$ cat config.mk
export PLATFORM = sky130hd
export DESIGN_NAME = nv12_to_rgb_bilinear_chroma_unit
export DESIGN_NICKNAME = d
export VERILOG_FILES = /design/src/hw/rtl/nv12rgb_pkg.sv /design/src/hw/rtl/nv12rgb_front.sv /design/src/hw/rtl/nv12rgb_matrix.sv /design/src/hw/rtl/nv12_to_rgb_bilinear_chroma_unit.sv
export SDC_FILE = /design/constraint.sdc
export NUM_CORES = 2
export LEC_CHECK = 0
export BUFFER_PORTS_ARGS = -buffer_cell sky130_fd_sc_hd__buf_2
export CAP_MARGIN = 20
export CORE_MARGIN = 5
export CORE_UTILIZATION = 55
export CTS_CLUSTER_DIAMETER = 60
export DETAILED_ROUTE_END_ITERATION = 10
export PLACE_DENSITY_LB_ADDON = 0.05
export SYNTH_ARGS = -nofsm -noshare
export SYNTH_HDL_FRONTEND = slang
export SYNTH_HIERARCHICAL = 1
export SYNTH_SLANG_ARGS = --single-unit
$ cat constraint.sdc
create_clock -name clk -period 8.25 [get_ports clk]
set_input_delay 0.4125 -clock clk [delete_from_list [all_inputs] [get_ports clk]]
set_output_delay 0.4125 -clock clk [all_outputs]
set_load 0.1 [all_outputs]
$ cat src/hw/rtl/nv12rgb_pkg.sv
// Shared types and constants for the NV12 to RGB conversion pipeline.
// No dependencies; imported by every module of the block.
package nv12rgb_pkg;

    // Configuration register indexes
    typedef enum logic [1:0] {
        CFG_FRAME_WIDTH    = 2'd0,
        CFG_FRAME_HEIGHT   = 2'd1,
        CFG_COLOR_STANDARD = 2'd2,
        CFG_UNUSED         = 2'd3
    } cfg_index_t;

    localparam int CFG_DATA_W = 13;
    localparam int OFFSET_W   = 26;

    localparam int FRAME_WIDTH_RESET  = 1920;
    localparam int FRAME_HEIGHT_RESET = 1080;

    // Matrix coefficients, scaled by 2^16
    localparam logic signed [18:0] LUMA_GAIN   = 19'sd76309;
    localparam logic signed [18:0] BT601_CVR   = 19'sd104597;
    localparam logic signed [18:0] BT601_CUG   = 19'sd25675;
    localparam logic signed [18:0] BT601_CVG   = 19'sd53281;
    localparam logic signed [18:0] BT601_CUB   = 19'sd132201;
    localparam logic signed [18:0] BT709_CVR   = 19'sd117489;
    localparam logic signed [18:0] BT709_CUG   = 19'sd13975;
    localparam logic signed [18:0] BT709_CVG   = 19'sd34925;
    localparam logic signed [18:0] BT709_CUB   = 19'sd138443;

    localparam logic signed [8:0] LUMA_BLACK   = 9'sd16;
    localparam logic signed [8:0] CHROMA_ZERO  = 9'sd128;

    // Item handed from the chroma front end to the matrix stages
    typedef struct packed {
        logic [7:0]          luma;
        logic [7:0]          u_val;
        logic [7:0]          v_val;
        logic [OFFSET_W-1:0] offset;
    } conv_item_t;

    // Pipeline handshake between modules
    typedef struct packed {
        logic       valid;
        conv_item_t item;
    } conv_link_t;

endpackage

$ cat src/hw/rtl/nv12rgb_front.sv
// Front end: bounds check, bilinear chroma interpolation and output offset.
// Two register stages; depends on nv12rgb_pkg.
module nv12rgb_front
    import nv12rgb_pkg::*;
#(
    parameter int FW_W = 13
)
(
    input  logic                clk,
    input  logic                rst_n,
    input  logic [FW_W-1:0]     frame_width,
    input  logic [FW_W-1:0]     frame_height,
    input  logic                in_valid,
    output logic                in_ready,
    input  logic [11:0]         pixel_column,
    input  logic [11:0]         pixel_row,
    input  logic [7:0]          luma,
    input  logic [7:0]          u_top_left,
    input  logic [7:0]          v_top_left,
    input  logic [7:0]          u_top_right,
    input  logic [7:0]          v_top_right,
    input  logic [7:0]          u_bottom_left,
    input  logic [7:0]          v_bottom_left,
    input  logic [7:0]          u_bottom_right,
    input  logic [7:0]          v_bottom_right,
    output conv_link_t          down,
    input  logic                down_ready
);

    localparam int PROD_W = 12 + FW_W;

    // Weights 3/4 and 1/4 on a scale of 2048 reduce exactly to (3*near + far) >> 2
    function automatic logic [7:0] lerp_pair(input logic [7:0] a, input logic [7:0] b,
                                             input logic odd);
        logic [7:0] near;
        logic [7:0] far;
        logic [9:0] sum;
        begin
            near = odd ? a : b;
            far  = odd ? b : a;
            sum  = {1'b0, near, 1'b0} + {2'b00, near} + {2'b00, far};
            return sum[9:2];
        end
    endfunction

    logic              s1_valid_reg;
    logic [7:0]        s1_luma_reg;
    logic [7:0]        s1_u_top_reg;
    logic [7:0]        s1_v_top_reg;
    logic [7:0]        s1_u_bot_reg;
    logic [7:0]        s1_v_bot_reg;
    logic              s1_y_odd_reg;
    logic [11:0]       s1_column_reg;
    logic [PROD_W-1:0] s1_prod_reg;

    logic              s2_valid_reg;
    conv_item_t        s2_item_reg;

    logic              s1_en;
    logic              s2_en;
    logic              in_frame;
    logic [OFFSET_W-1:0] off_base;
    conv_item_t        s2_item_next;

    assign s2_en    = !s2_valid_reg || down_ready;
    assign s1_en    = !s1_valid_reg || s2_en;
    assign in_ready = s1_en;

    assign in_frame = (32'(pixel_column) < 32'(frame_width)) &&
                      (32'(pixel_row) < 32'(frame_height));

    always_ff @(posedge clk or negedge rst_n)
    begin
        if (!rst_n)
        begin
            s1_valid_reg <= 1'b0;
            s2_valid_reg <= 1'b0;
        end
        else
        begin
            if (s1_en)
            begin
                // drop pixels outside the frame here
                s1_valid_reg <= in_valid && in_frame;
            end
            if (s2_en)
            begin
                s2_valid_reg <= s1_valid_reg;
            end
        end
    end

    always_ff @(posedge clk)
    begin
        if (s1_en)
        begin
            s1_luma_reg   <= luma;
            s1_u_top_reg  <= lerp_pair(u_top_left, u_top_right, pixel_column[0]);
            s1_v_top_reg  <= lerp_pair(v_top_left, v_top_right, pixel_column[0]);
            s1_u_bot_reg  <= lerp_pair(u_bottom_left, u_bottom_right, pixel_column[0]);
            s1_v_bot_reg  <= lerp_pair(v_bottom_left, v_bottom_right, pixel_column[0]);
            s1_y_odd_reg  <= pixel_row[0];
            s1_column_reg <= pixel_column;
            s1_prod_reg   <= PROD_W'(pixel_row) * PROD_W'(frame_width);
        end
        if (s2_en)
        begin
            s2_item_reg <= s2_item_next;
        end
    end

    always_comb
    begin
        off_base            = OFFSET_W'(s1_prod_reg) + OFFSET_W'(s1_column_reg);
        s2_item_next.luma   = s1_luma_reg;
        s2_item_next.u_val  = lerp_pair(s1_u_top_reg, s1_u_bot_reg, s1_y_odd_reg);
        s2_item_next.v_val  = lerp_pair(s1_v_top_reg, s1_v_bot_reg, s1_y_odd_reg);
        s2_item_next.offset = {off_base[OFFSET_W-2:0], 1'b0} + off_base;
    end

    assign down.valid = s2_valid_reg;
    assign down.item  = s2_item_reg;

endmodule

$ cat src/hw/rtl/nv12rgb_matrix.sv
// Color matrix: products, sums, floor shift, clamp and the output register.
// Two register stages; depends on nv12rgb_pkg.
module nv12rgb_matrix
    import nv12rgb_pkg::*;
(
    input  logic                clk,
    input  logic                rst_n,
    input  logic                color_standard,
    input  conv_link_t          up,
    output logic                up_ready,
    output logic                out_valid,
    input  logic                out_ready,
    output logic [7:0]          red,
    output logic [7:0]          green,
    output logic [7:0]          blue,
    output logic [OFFSET_W-1:0] output_offset
);

    function automatic logic [7:0] clamp_byte(input logic signed [27:0] sum);
        logic signed [11:0] sh;
        begin
            sh = sum[27:16];
            if (sh[11])
            begin
                return 8'd0;
            end
            else if (|sh[10:8])
            begin
                return 8'd255;
            end
            else
            begin
                return sh[7:0];
            end
        end
    endfunction

    logic                  s3_valid_reg;
    logic signed [27:0]    s3_yterm_reg;
    logic signed [27:0]    s3_vr_reg;
    logic signed [27:0]    s3_ug_reg;
    logic signed [27:0]    s3_vg_reg;
    logic signed [27:0]    s3_ub_reg;
    logic [OFFSET_W-1:0]   s3_offset_reg;

    logic                  out_valid_reg;
    logic [7:0]            red_reg;
    logic [7:0]            green_reg;
    logic [7:0]            blue_reg;
    logic [OFFSET_W-1:0]   offset_reg;

    logic                  s3_en;
    logic                  out_en;
    logic signed [8:0]     luma_d;
    logic signed [8:0]     u_d;
    logic signed [8:0]     v_d;
    logic signed [18:0]    cvr;
    logic signed [18:0]    cug;
    logic signed [18:0]    cvg;
    logic signed [18:0]    cub;

    assign out_en   = !out_valid_reg || out_ready;
    assign s3_en    = !s3_valid_reg || out_en;
    assign up_ready = s3_en;

    always_comb
    begin
        luma_d = $signed({1'b0, up.item.luma}) - LUMA_BLACK;
        u_d    = $signed({1'b0, up.item.u_val}) - CHROMA_ZERO;
        v_d    = $signed({1'b0, up.item.v_val}) - CHROMA_ZERO;
        if (color_standard)
        begin
            cvr = BT709_CVR;
            cug = BT709_CUG;
            cvg = BT709_CVG;
            cub = BT709_CUB;
        end
        else
        begin
            cvr = BT601_CVR;
            cug = BT601_CUG;
            cvg = BT601_CVG;
            cub = BT601_CUB;
        end
    end

    always_ff @(posedge clk or negedge rst_n)
    begin
        if (!rst_n)
        begin
            s3_valid_reg  <= 1'b0;
            out_valid_reg <= 1'b0;
        end
        else
        begin
            if (s3_en)
            begin
                s3_valid_reg <= up.valid;
            end
            if (out_en)
            begin
                out_valid_reg <= s3_valid_reg;
            end
        end
    end

    always_ff @(posedge clk)
    begin
        if (s3_en)
        begin
            s3_yterm_reg  <= 28'(luma_d) * 28'(LUMA_GAIN);
            s3_vr_reg     <= 28'(v_d) * 28'(cvr);
            s3_ug_reg     <= 28'(u_d) * 28'(cug);
            s3_vg_reg     <= 28'(v_d) * 28'(cvg);
            s3_ub_reg     <= 28'(u_d) * 28'(cub);
            s3_offset_reg <= up.item.offset;
        end
        if (out_en)
        begin
            red_reg    <= clamp_byte(s3_yterm_reg + s3_vr_reg);
            green_reg  <= clamp_byte(s3_yterm_reg - s3_ug_reg - s3_vg_reg);
            blue_reg   <= clamp_byte(s3_yterm_reg + s3_ub_reg);
            offset_reg <= s3_offset_reg;
        end
    end

    assign out_valid     = out_valid_reg;
    assign red           = red_reg;
    assign green         = green_reg;
    assign blue          = blue_reg;
    assign output_offset = offset_reg;

endmodule

$ cat src/hw/rtl/nv12_to_rgb_bilinear_chroma_unit.sv
// Top level of the NV12 to RGB converter with bilinear chroma.
// Holds the configuration registers; uses nv12rgb_pkg, nv12rgb_front, nv12rgb_matrix.
//
// One pixel per clock goes in, one RGB result per clock comes out, while the
// output is ready. Each pixel carries its column, row, luma byte and the four
// chroma U/V pairs that the feeder has already fetched at the edge-clamped
// chroma positions. The block interpolates U and V bilinearly (3/4 and 1/4
// weights by pixel parity), applies the BT.601 or BT.709 matrix, clamps to
// 0..255 and gives the byte offset (row*frame_width + column)*3 of the packed
// output. A result passes through four register stages: bounds check and
// horizontal chroma pass with the row*width multiply, vertical chroma pass
// with the offset sum, the five matrix multiplies, and the sums with clamp
// into the output register. A stalled output holds only the stages behind it
// that are full, so bubbles in the pipeline still take new items. Pixels
// outside the configured frame are accepted and dropped, giving no result.
// Configuration registers are written through a plain write port and should
// change only while the pipeline is empty; frame sizes above MAX_WIDTH or
// MAX_HEIGHT saturate at those limits.
module nv12_to_rgb_bilinear_chroma_unit
    import nv12rgb_pkg::*;
#(
    parameter int MAX_WIDTH  = 4096,
    parameter int MAX_HEIGHT = 4096
)
(
    input  logic                  clk,
    input  logic                  rst_n,
    // configuration write port
    input  logic                  cfg_we,
    input  logic [1:0]            cfg_index,
    input  logic [CFG_DATA_W-1:0] cfg_data,
    // pixel input channel
    input  logic                  in_valid,
    output logic                  in_ready,
    input  logic [11:0]           pixel_column,
    input  logic [11:0]           pixel_row,
    input  logic [7:0]            luma,
    input  logic [7:0]            u_top_left,
    input  logic [7:0]            v_top_left,
    input  logic [7:0]            u_top_right,
    input  logic [7:0]            v_top_right,
    input  logic [7:0]            u_bottom_left,
    input  logic [7:0]            v_bottom_left,
    input  logic [7:0]            u_bottom_right,
    input  logic [7:0]            v_bottom_right,
    // result channel
    output logic                  out_valid,
    input  logic                  out_ready,
    output logic [7:0]            red,
    output logic [7:0]            green,
    output logic [7:0]            blue,
    output logic [OFFSET_W-1:0]   output_offset
);

    // Frame size registers are just wide enough to hold the limit itself
    localparam int FW_W = $clog2(MAX_WIDTH + 1);
    localparam int FH_W = $clog2(MAX_HEIGHT + 1);
    localparam int FS_W = (FW_W > FH_W) ? FW_W : FH_W;
    localparam int WIDTH_RESET  =
        (FRAME_WIDTH_RESET > MAX_WIDTH) ? MAX_WIDTH : FRAME_WIDTH_RESET;
    localparam int HEIGHT_RESET =
        (FRAME_HEIGHT_RESET > MAX_HEIGHT) ? MAX_HEIGHT : FRAME_HEIGHT_RESET;

    logic [FW_W-1:0] frame_width_reg;
    logic [FH_W-1:0] frame_height_reg;
    logic            color_standard_reg;
    logic [FW_W-1:0] frame_width_next;
    logic [FH_W-1:0] frame_height_next;
    logic            color_standard_next;

    conv_link_t      front_link;
    logic            front_ready;

    // Register writes: saturate frame sizes, ignore unknown indexes
    always_comb
    begin
        frame_width_next    = frame_width_reg;
        frame_height_next   = frame_height_reg;
        color_standard_next = color_standard_reg;
        if (cfg_we)
        begin
            case (cfg_index_t'(cfg_index))
                CFG_FRAME_WIDTH:
                begin
                    frame_width_next = (int'(cfg_data) > MAX_WIDTH) ?
                                       FW_W'(MAX_WIDTH) : FW_W'(cfg_data);
                end
                CFG_FRAME_HEIGHT:
                begin
                    frame_height_next = (int'(cfg_data) > MAX_HEIGHT) ?
                                        FH_W'(MAX_HEIGHT) : FH_W'(cfg_data);
                end
                CFG_COLOR_STANDARD:
                begin
                    color_standard_next = cfg_data[0];
                end
                default:
                begin
                    // unknown register: hold everything
                    frame_width_next = frame_width_reg;
                end
            endcase
        end
    end

    always_ff @(posedge clk or negedge rst_n)
    begin
        if (!rst_n)
        begin
            frame_width_reg    <= FW_W'(WIDTH_RESET);
            frame_height_reg   <= FH_W'(HEIGHT_RESET);
            color_standard_reg <= 1'b1;
        end
        else
        begin
            frame_width_reg    <= frame_width_next;
            frame_height_reg   <= frame_height_next;
            color_standard_reg <= color_standard_next;
        end
    end

    // Stages 1 and 2: bounds check, chroma interpolation, output offset
    nv12rgb_front #(
        .FW_W (FS_W)
    ) u_front (
        .clk            (clk),
        .rst_n          (rst_n),
        .frame_width    (FS_W'(frame_width_reg)),
        .frame_height   (FS_W'(frame_height_reg)),
        .in_valid       (in_valid),
        .in_ready       (in_ready),
        .pixel_column   (pixel_column),
        .pixel_row      (pixel_row),
        .luma           (luma),
        .u_top_left     (u_top_left),
        .v_top_left     (v_top_left),
        .u_top_right    (u_top_right),
        .v_top_right    (v_top_right),
        .u_bottom_left  (u_bottom_left),
        .v_bottom_left  (v_bottom_left),
        .u_bottom_right (u_bottom_right),
        .v_bottom_right (v_bottom_right),
        .down           (front_link),
        .down_ready     (front_ready)
    );

    // Stages 3 and 4: matrix products, sums, clamp, output register
    nv12rgb_matrix u_matrix (
        .clk            (clk),
        .rst_n          (rst_n),
        .color_standard (color_standard_reg),
        .up             (front_link),
        .up_ready       (front_ready),
        .out_valid      (out_valid),
        .out_ready      (out_ready),
        .red            (red),
        .green          (green),
        .blue           (blue),
        .output_offset  (output_offset)
    );

    // Input back-pressure only ever comes from a stalled, full output
    assert property (@(posedge clk) disable iff (!rst_n)
        !in_ready |-> (out_valid && !out_ready))
        else $error("input stalled while output is free");

    // A frame size write never leaves the register above its limit
    assert property (@(posedge clk) disable iff (!rst_n)
        (cfg_we && (cfg_index == CFG_FRAME_WIDTH || cfg_index == CFG_FRAME_HEIGHT)) |=>
        (int'(frame_width_reg) <= MAX_WIDTH && int'(frame_height_reg) <= MAX_HEIGHT))
        else $error("frame size register above its limit");

    // A stalled output holds the front end's last stage back from the matrix
    assert property (@(posedge clk) disable iff (!rst_n)
        (out_valid && !out_ready && front_link.valid && !front_ready) |=>
        (out_valid && front_link.valid))
        else $error("item lost in a stalled pipeline");

endmodule

Word level (Yosys, flattened, before mapping). Index checks and enable logic that the tools add are counted.

Add/subtract/negate cells: 21. Multiply operators: 6. Order comparisons: 3. Equal/unequal tests: 2. Multiplexer cells: 20. Reduce and logical (&&, ||, !) cells: 17.

Operator list (number): two-way mux 8 bit (15); adder 10 x 8 -> 10 bit (6); adder 9 x 8 -> 10 bit (6); adder 28 bit (2); subtractor 28 bit (2); two-way mux 15 bit (3); multiplier 9 x 19 -> 28 bit (1); multiplier 9 x 18 -> 27 bit (1); multiplier 9 x 18 -> 27 bit, second input constant (1); adder 25 x 12 -> 26 bit (1); adder 26 bit (1); < comparator 12 x 13 -> 1 bit (2); multiplier 9 x 17 -> 26 bit (1); two-way mux 13 bit (2); multiplier 12 x 13 -> 25 bit (1); multiplier 9 x 16 -> 25 bit (1); subtractor 8 x 8 -> 9 bit, second input constant (2); greater-than comparator 13 bit, second input constant (1); OR reduction 3 bit (3); subtractor 8 x 5 -> 9 bit, second input constant (1); AND reduction 2 bit (3); zero test 1 bit (4); logical OR 1 bit (4); == test 2 x 1 -> 1 bit, second input constant (1); 3 further kinds (4).

Register bits after elaboration: 375. Input bits: 116. Output and inout port bits: 52. Word-level logic and storage cells: 98.

Longest topological paths before layout.
Depth in word-level cells: 5. Depth in mapped cells: 24. Mapped depth without buffers: 23.

Cells and area by module. Netlist, hierarchy kept.

Modules (own cells, without submodules): nv12rgb_matrix (times used 1, cells an instance 2250, area an instance 24324.6 um^2, seq. area each 6236.0 um^2); nv12rgb_front (times used 1, cells an instance 1498, area an instance 15305.9 um^2, seq. area each 3893.7 um^2); nv12_to_rgb_bilinear_chroma_unit (times used 1, cells an instance 117, area an instance 1167.4 um^2, seq. area each 686.9 um^2).

Least setup slack after synthesis. Ideal clock, no wire load.

Path type: register -> register. Start: reg u_matrix.out_valid_reg, in the netlist u_matrix/out_valid. End: reg u_front.s1_column_reg[0] (enable). Library setup time: 0.990 ns. Arrival: 7.954 ns. Data required time: 7.260 ns. Path slack: -0.694 ns. Cell stages (with the launch flop): 4. Path buffers: 0. Clock period less this slack: 8.944 ns. Path through: dfrtp_1 -> nand3b_1 -> nor2b_1 -> nand2_1.

Cells in the longest elaborated chain, start to end: 5.

RTL lines: from (decl) (RTL line nv12rgb_matrix.sv:46) `logic out_valid_reg;`; from (signal assigned) (RTL line nv12rgb_matrix.sv:102) `out_valid_reg <= s3_valid_reg;`; zero test 1 bit (RTL line nv12rgb_matrix.sv:62) `assign out_en = !out_valid_reg || out_ready;`; logical OR 1 bit (RTL line nv12rgb_matrix.sv:62); logical OR 1 bit (RTL line nv12rgb_matrix.sv:63) `assign s3_en = !s3_valid_reg || out_en;`; net front_ready (RTL line nv12_to_rgb_bilinear_chroma_unit.sv:72) `logic front_ready;`; logical OR 1 bit (RTL line nv12rgb_front.sv:65) `assign s2_en = !s2_valid_reg || down_ready;`; logical OR 1 bit (RTL line nv12rgb_front.sv:66) `assign s1_en = !s1_valid_reg || s2_en;`; net in_ready (RTL line nv12_to_rgb_bilinear_chroma_unit.sv:34) `output logic in_ready,`; to (signal assigned) (RTL line nv12rgb_front.sv:103) `s1_column_reg <= pixel_column;`; to (decl) (RTL line nv12rgb_front.sv:53) `logic [11:0] s1_column_reg;`.

The timed path passes the listed nets, and every way through them passes these cells. A chain may end at the register's enable or synchronous reset.

Final worst setup path.
Start: reg color_standard_reg. End: reg u_matrix.s3_vg_reg[24], data pin.

Cells in the longest elaborated chain, start to end: 2.

RTL lines: from (decl) (RTL line nv12_to_rgb_bilinear_chroma_unit.sv:66) `logic color_standard_reg;`; from (signal assigned) (RTL line nv12_to_rgb_bilinear_chroma_unit.sv:118) `color_standard_reg <= color_standard_next;`; two-way mux 15 bit (RTL line nv12rgb_matrix.sv:71) `if (color_standard)`; multiplier 9 x 17 -> 26 bit (RTL line nv12rgb_matrix.sv:114) `s3_vg_reg <= 28'(v_d) * 28'(cvg);`; to (signal assigned) (RTL line nv12rgb_matrix.sv:114); to (decl) (RTL line nv12rgb_matrix.sv:42) `logic signed [27:0] s3_vg_reg;`.

Every way passes these cells.

==> flow_summary.yaml <==
outcome:
  status: "completed"
timing:
  setup_violations: 0
  drv_slew: 0
  hold_viol_final: 0
  rsz0062_at_grt: "false"
  tns_ns: 0
  slew_headroom: 0.350
  fin_crit_sh: 0.768
  skew_ns: 0.0348
  fmax_ghz: 0.158
  tightest_slew_ns: 0.975
  finalCriticalPeriod_ns: 6.34
logic_synthesis:
  synth_top_cell_area_share: 0.246
  synth_top_family_by_area: "adder cells"
  synth_area_leaders: "edfxtp_1, ha_1, fa_1"
  synth_fa_ha_area_frac: 0.403
  ys_ff_latch: 365
  synthFlopType: "edfxtp_1"
  synthArstFlopShare: 0.0849
  seq_area_frac_synth: 0.265
  yosys.area.top_type: "edfxtp_1"
  syn_inst: 3865
  synth-compound-area-share: 0.0989
  ys_types: 102
  synthMuxAreaShare: 0.0259
  synthXorXnorAreaFrac: 0.0425
  syn_avg_cell_area_um2: 10.6
  synth_area_mm2: 0.0408
  synth-simple-area-share: 0.0951
  synth_edf_count: 334
  yosysWarnings: 6
placed_design:
  place_hpwl_um: 73800
  gp_congestion: 0.894
  portBuffers: 167
clock_network:
  root_buffer: "clkbuf_16"
  cts.repair.resized: 0
  clock_path_buffers: 3
  h-tree-depth: 2
  cts_tree: "built"
  clkTransAtPathRegs_ns: 0.06
  cts_setup_buffers: 0
  worstSkewPairLatency_ns: 0.60
  cts.hold.buffers_added: 9
  cts_sinks: 365
  cts_made_buffers: 49
grt:
  grt_pass1_vias: 27758
  grt-ovfl-total: 0
  grt_pass1_wl_um: 145000
  antenna_found_initial: 2
  grt_util_all_layers: 0.228
  grt_max_degree: 159
routing:
  drt-total-wl_um: 89100
  wl_met1_um: 41700
  wl_met2_um: 41200
  vias: 27269
  drc: 0
  route.antenna.remaining_nets: 0
  viasPerCell: 5.39
  drt_iter0_drc: 1503
  top_layer: "met5"
  wl_per_cell_um: 17.6
  routed-wl-met3_um: 4420
  firstDrtPassIters: 5
floorplan:
  start_util: 0.557
  die_w_um: 282
  boundaryPins: 168
  coreArea_mm2: 0.0732
  dieArea_mm2: 0.0797
  rows: 99
  die_h_um: 282
finish:
  fin_nets: 5256
  synthToLayoutAreaGrowth_pct: 8.99
  largest_register_ffs: 50
  drive_gt1_frac: 0.0987
setup_path:
  setup.worst_path.start: "color_standard_reg$_DFFE_PN1P_"
  cp-end-kind: "register"
  rrSetupSlack_ns: 1.91
  regToRegEndpoint: "u_matrix/s3_vg_reg[24]$_DFFE_PP_"
  cp-start-kind: "register"
  cp-endpoint: "u_matrix/s3_vg_reg[24]$_DFFE_PP_"
  cpLargestDelayFamily: "adder cells"
  r2r.worst_path.cells: 20
  crit_path_max_incr_delay_ns: 0.99
  crit_buf_inv: 4
  crit_type: "register to register"
  path_depth: 20
  crit_path_max_fanout: 39
  worstPathRequired_ns: 8.57
  crit_path_cell_trace: "and2_1 > ha_1 > inv_1 > fa_1 > inv_1 > fa_1 > inv_1 > fa_1 > fa_1 > inv_1 > ha_1 > a21o_1 > a21oi_1 > nor2b_1 > o21a_1 > o311a_1 > nor3_1 > o31ai_1 > a221oi_1 > xnor2_1"
  slowest_stage: "dfstp_2"
  reg2reg_from: "color_standard_reg$_DFFE_PN1P_"
  worstPathArrival_ns: 6.66
job:
  drv_cap: 0
worst_hold_path:
  worstHoldPathType: "primary input to register"
## cell families (layout without fill, tap and decap cells)
group                    after synthesis  after routing
AO/OA/AOI/OAI                        598            598
adder cells (fa/ha/maj)             1078           1078
flip-flops                           365            365
buffers and inverters                745            964
AND/OR/NAND/NOR                      784            784
other                                  2             21
XOR/XNOR                             197            197
multiplexers                          96             96
## stage by stage
stage	setup WS [ns]	hold WS (ns)	utilization	instances	area (µm²)
floorplan	0.399	0.117	-	3883	40900
global placement	1.94	0.401	0.584	4961	42700
detailed placement	1.89	0.405	0.584	4961	42700
CTS	1.89	0.00496	0.607	5061	44500
global route	1.42	0.0132	0.607	5061	44500
finish	1.91	0.0345	0.607	5062	44500
## synthesized netlist by cell type (4+ instances only)
| cell type | instances |
|---|---|
| a2111oi_0 | 4 |
| a211o_1 | 6 |
| a211oi_1 | 22 |
| a21boi_0 | 11 |
| a21o_1 | 74 |
| a21oi_1 | 165 |
| a21oi_2 | 5 |
| a221oi_1 | 6 |
| a31oi_1 | 17 |
| a41o_1 | 10 |
| a41oi_1 | 6 |
| and2_1 | 82 |
| and3_1 | 28 |
| and4_1 | 4 |
| clkbuf_1 | 48 |
| dfrtp_1 | 22 |
| dfstp_2 | 9 |
| edfxtp_1 | 334 |
| fa_1 | 394 |
| ha_1 | 684 |
| inv_1 | 690 |
| mux2_2 | 75 |
| mux2i_1 | 21 |
| nand2_1 | 238 |
| nand2b_1 | 47 |
| nand3_1 | 52 |
| nand3b_1 | 9 |
| nand4_1 | 12 |
| nor2_1 | 155 |
| nor2b_1 | 42 |
| nor3_1 | 58 |
| nor4_1 | 7 |
| o2111ai_1 | 7 |
| o211ai_1 | 18 |
| o21a_1 | 43 |
| o21ai_0 | 108 |
| o21ai_1 | 14 |
| o21ai_2 | 5 |
| o21bai_1 | 14 |
| o31ai_1 | 4 |
| or2_2 | 23 |
| or3_1 | 7 |
| xnor2_1 | 125 |
| xor2_1 | 71 |
## final cells by class
| class | instances | area (µm²) |
|---|---|---|
| multi-input cells | 2773 | 27200 |
| diodes | 1 | 2.50 |
| inverters | 690 | 2590 |
| flip-flops and latches | 365 | 10800 |
| clock buffers | 54 | 1270 |
| well taps | 959 | 1200 |
| repair buffers | 183 | 991 |
| fillers | 6263 | 28700 |
| clock inverters | 37 | 362 |
## routing by layer
layer	vias to the layer above	global-route usage
met5	-	0
met4	2	0.0511
li1	13542	-
met2	520	0.370
met3	104	0.0356
met1	13101	0.326
## worst min-delay path by stage
| stage | startpoint | endpoint | slack (ns) | cells after the start |
|---|---|---|---|---|
| CTS | pixel_column[4] | u_front/s1_column_reg[4]$_DFFE_PP_ | 0.005 | 1 |
| global route | pixel_column[4] | u_front/s1_column_reg[4]$_DFFE_PP_ | 0.01 | 1 |
| global placement | u_front/down[18]$_DFFE_PP_ | u_matrix/s3_offset_reg[18]$_DFFE_PP_ | 0.40 | 0 |
| finish | pixel_column[4] | u_front/s1_column_reg[4]$_DFFE_PP_ | 0.03 | 1 |
| detailed placement | u_matrix/s3_offset_reg[13]$_DFFE_PP_ | u_matrix/output_offset[13]$_DFFE_PP_ | 0.40 | 0 |
| floorplan | rst_n | frame_height_reg[0]$_DFFE_PN0P_ | 0.12 | 0 |
## layout by cell type (no fill, tap or decap), drive strengths merged, types with 71 or more instances in the layout
cell    Yosys  layout
fa        394     394
edfxtp    334     334
ha        684     684
o21ai     127     127
a21oi     170     170
a21o       76      76
buf         7     174
inv       690     702
nor2      155     155
and2       82      82
mux2       75      75
xnor2     126     126
nand2     238     238
xor2       71      71
## worst reg2reg max path, cell delays in order, from the launching register on
cell and delay, ns:
dfstp_2 0.99, and2_1 0.50, ha_1 0.23, inv_1 0.05
fa_1 0.53, inv_1 0.05, fa_1 0.52, inv_1 0.04
fa_1 0.45, fa_1 0.49, inv_1 0.04, ha_1 0.30
a21o_1 0.17, a21oi_1 0.21, nor2b_1 0.07, o21a_1 0.20
o311a_1 0.31, nor3_1 0.36, o31ai_1 0.17, a221oi_1 0.30
xnor2_1 0.10
Power is not shown: default switching activity piles up to over one toggle a cycle in this logic, so the estimate is an artifact.
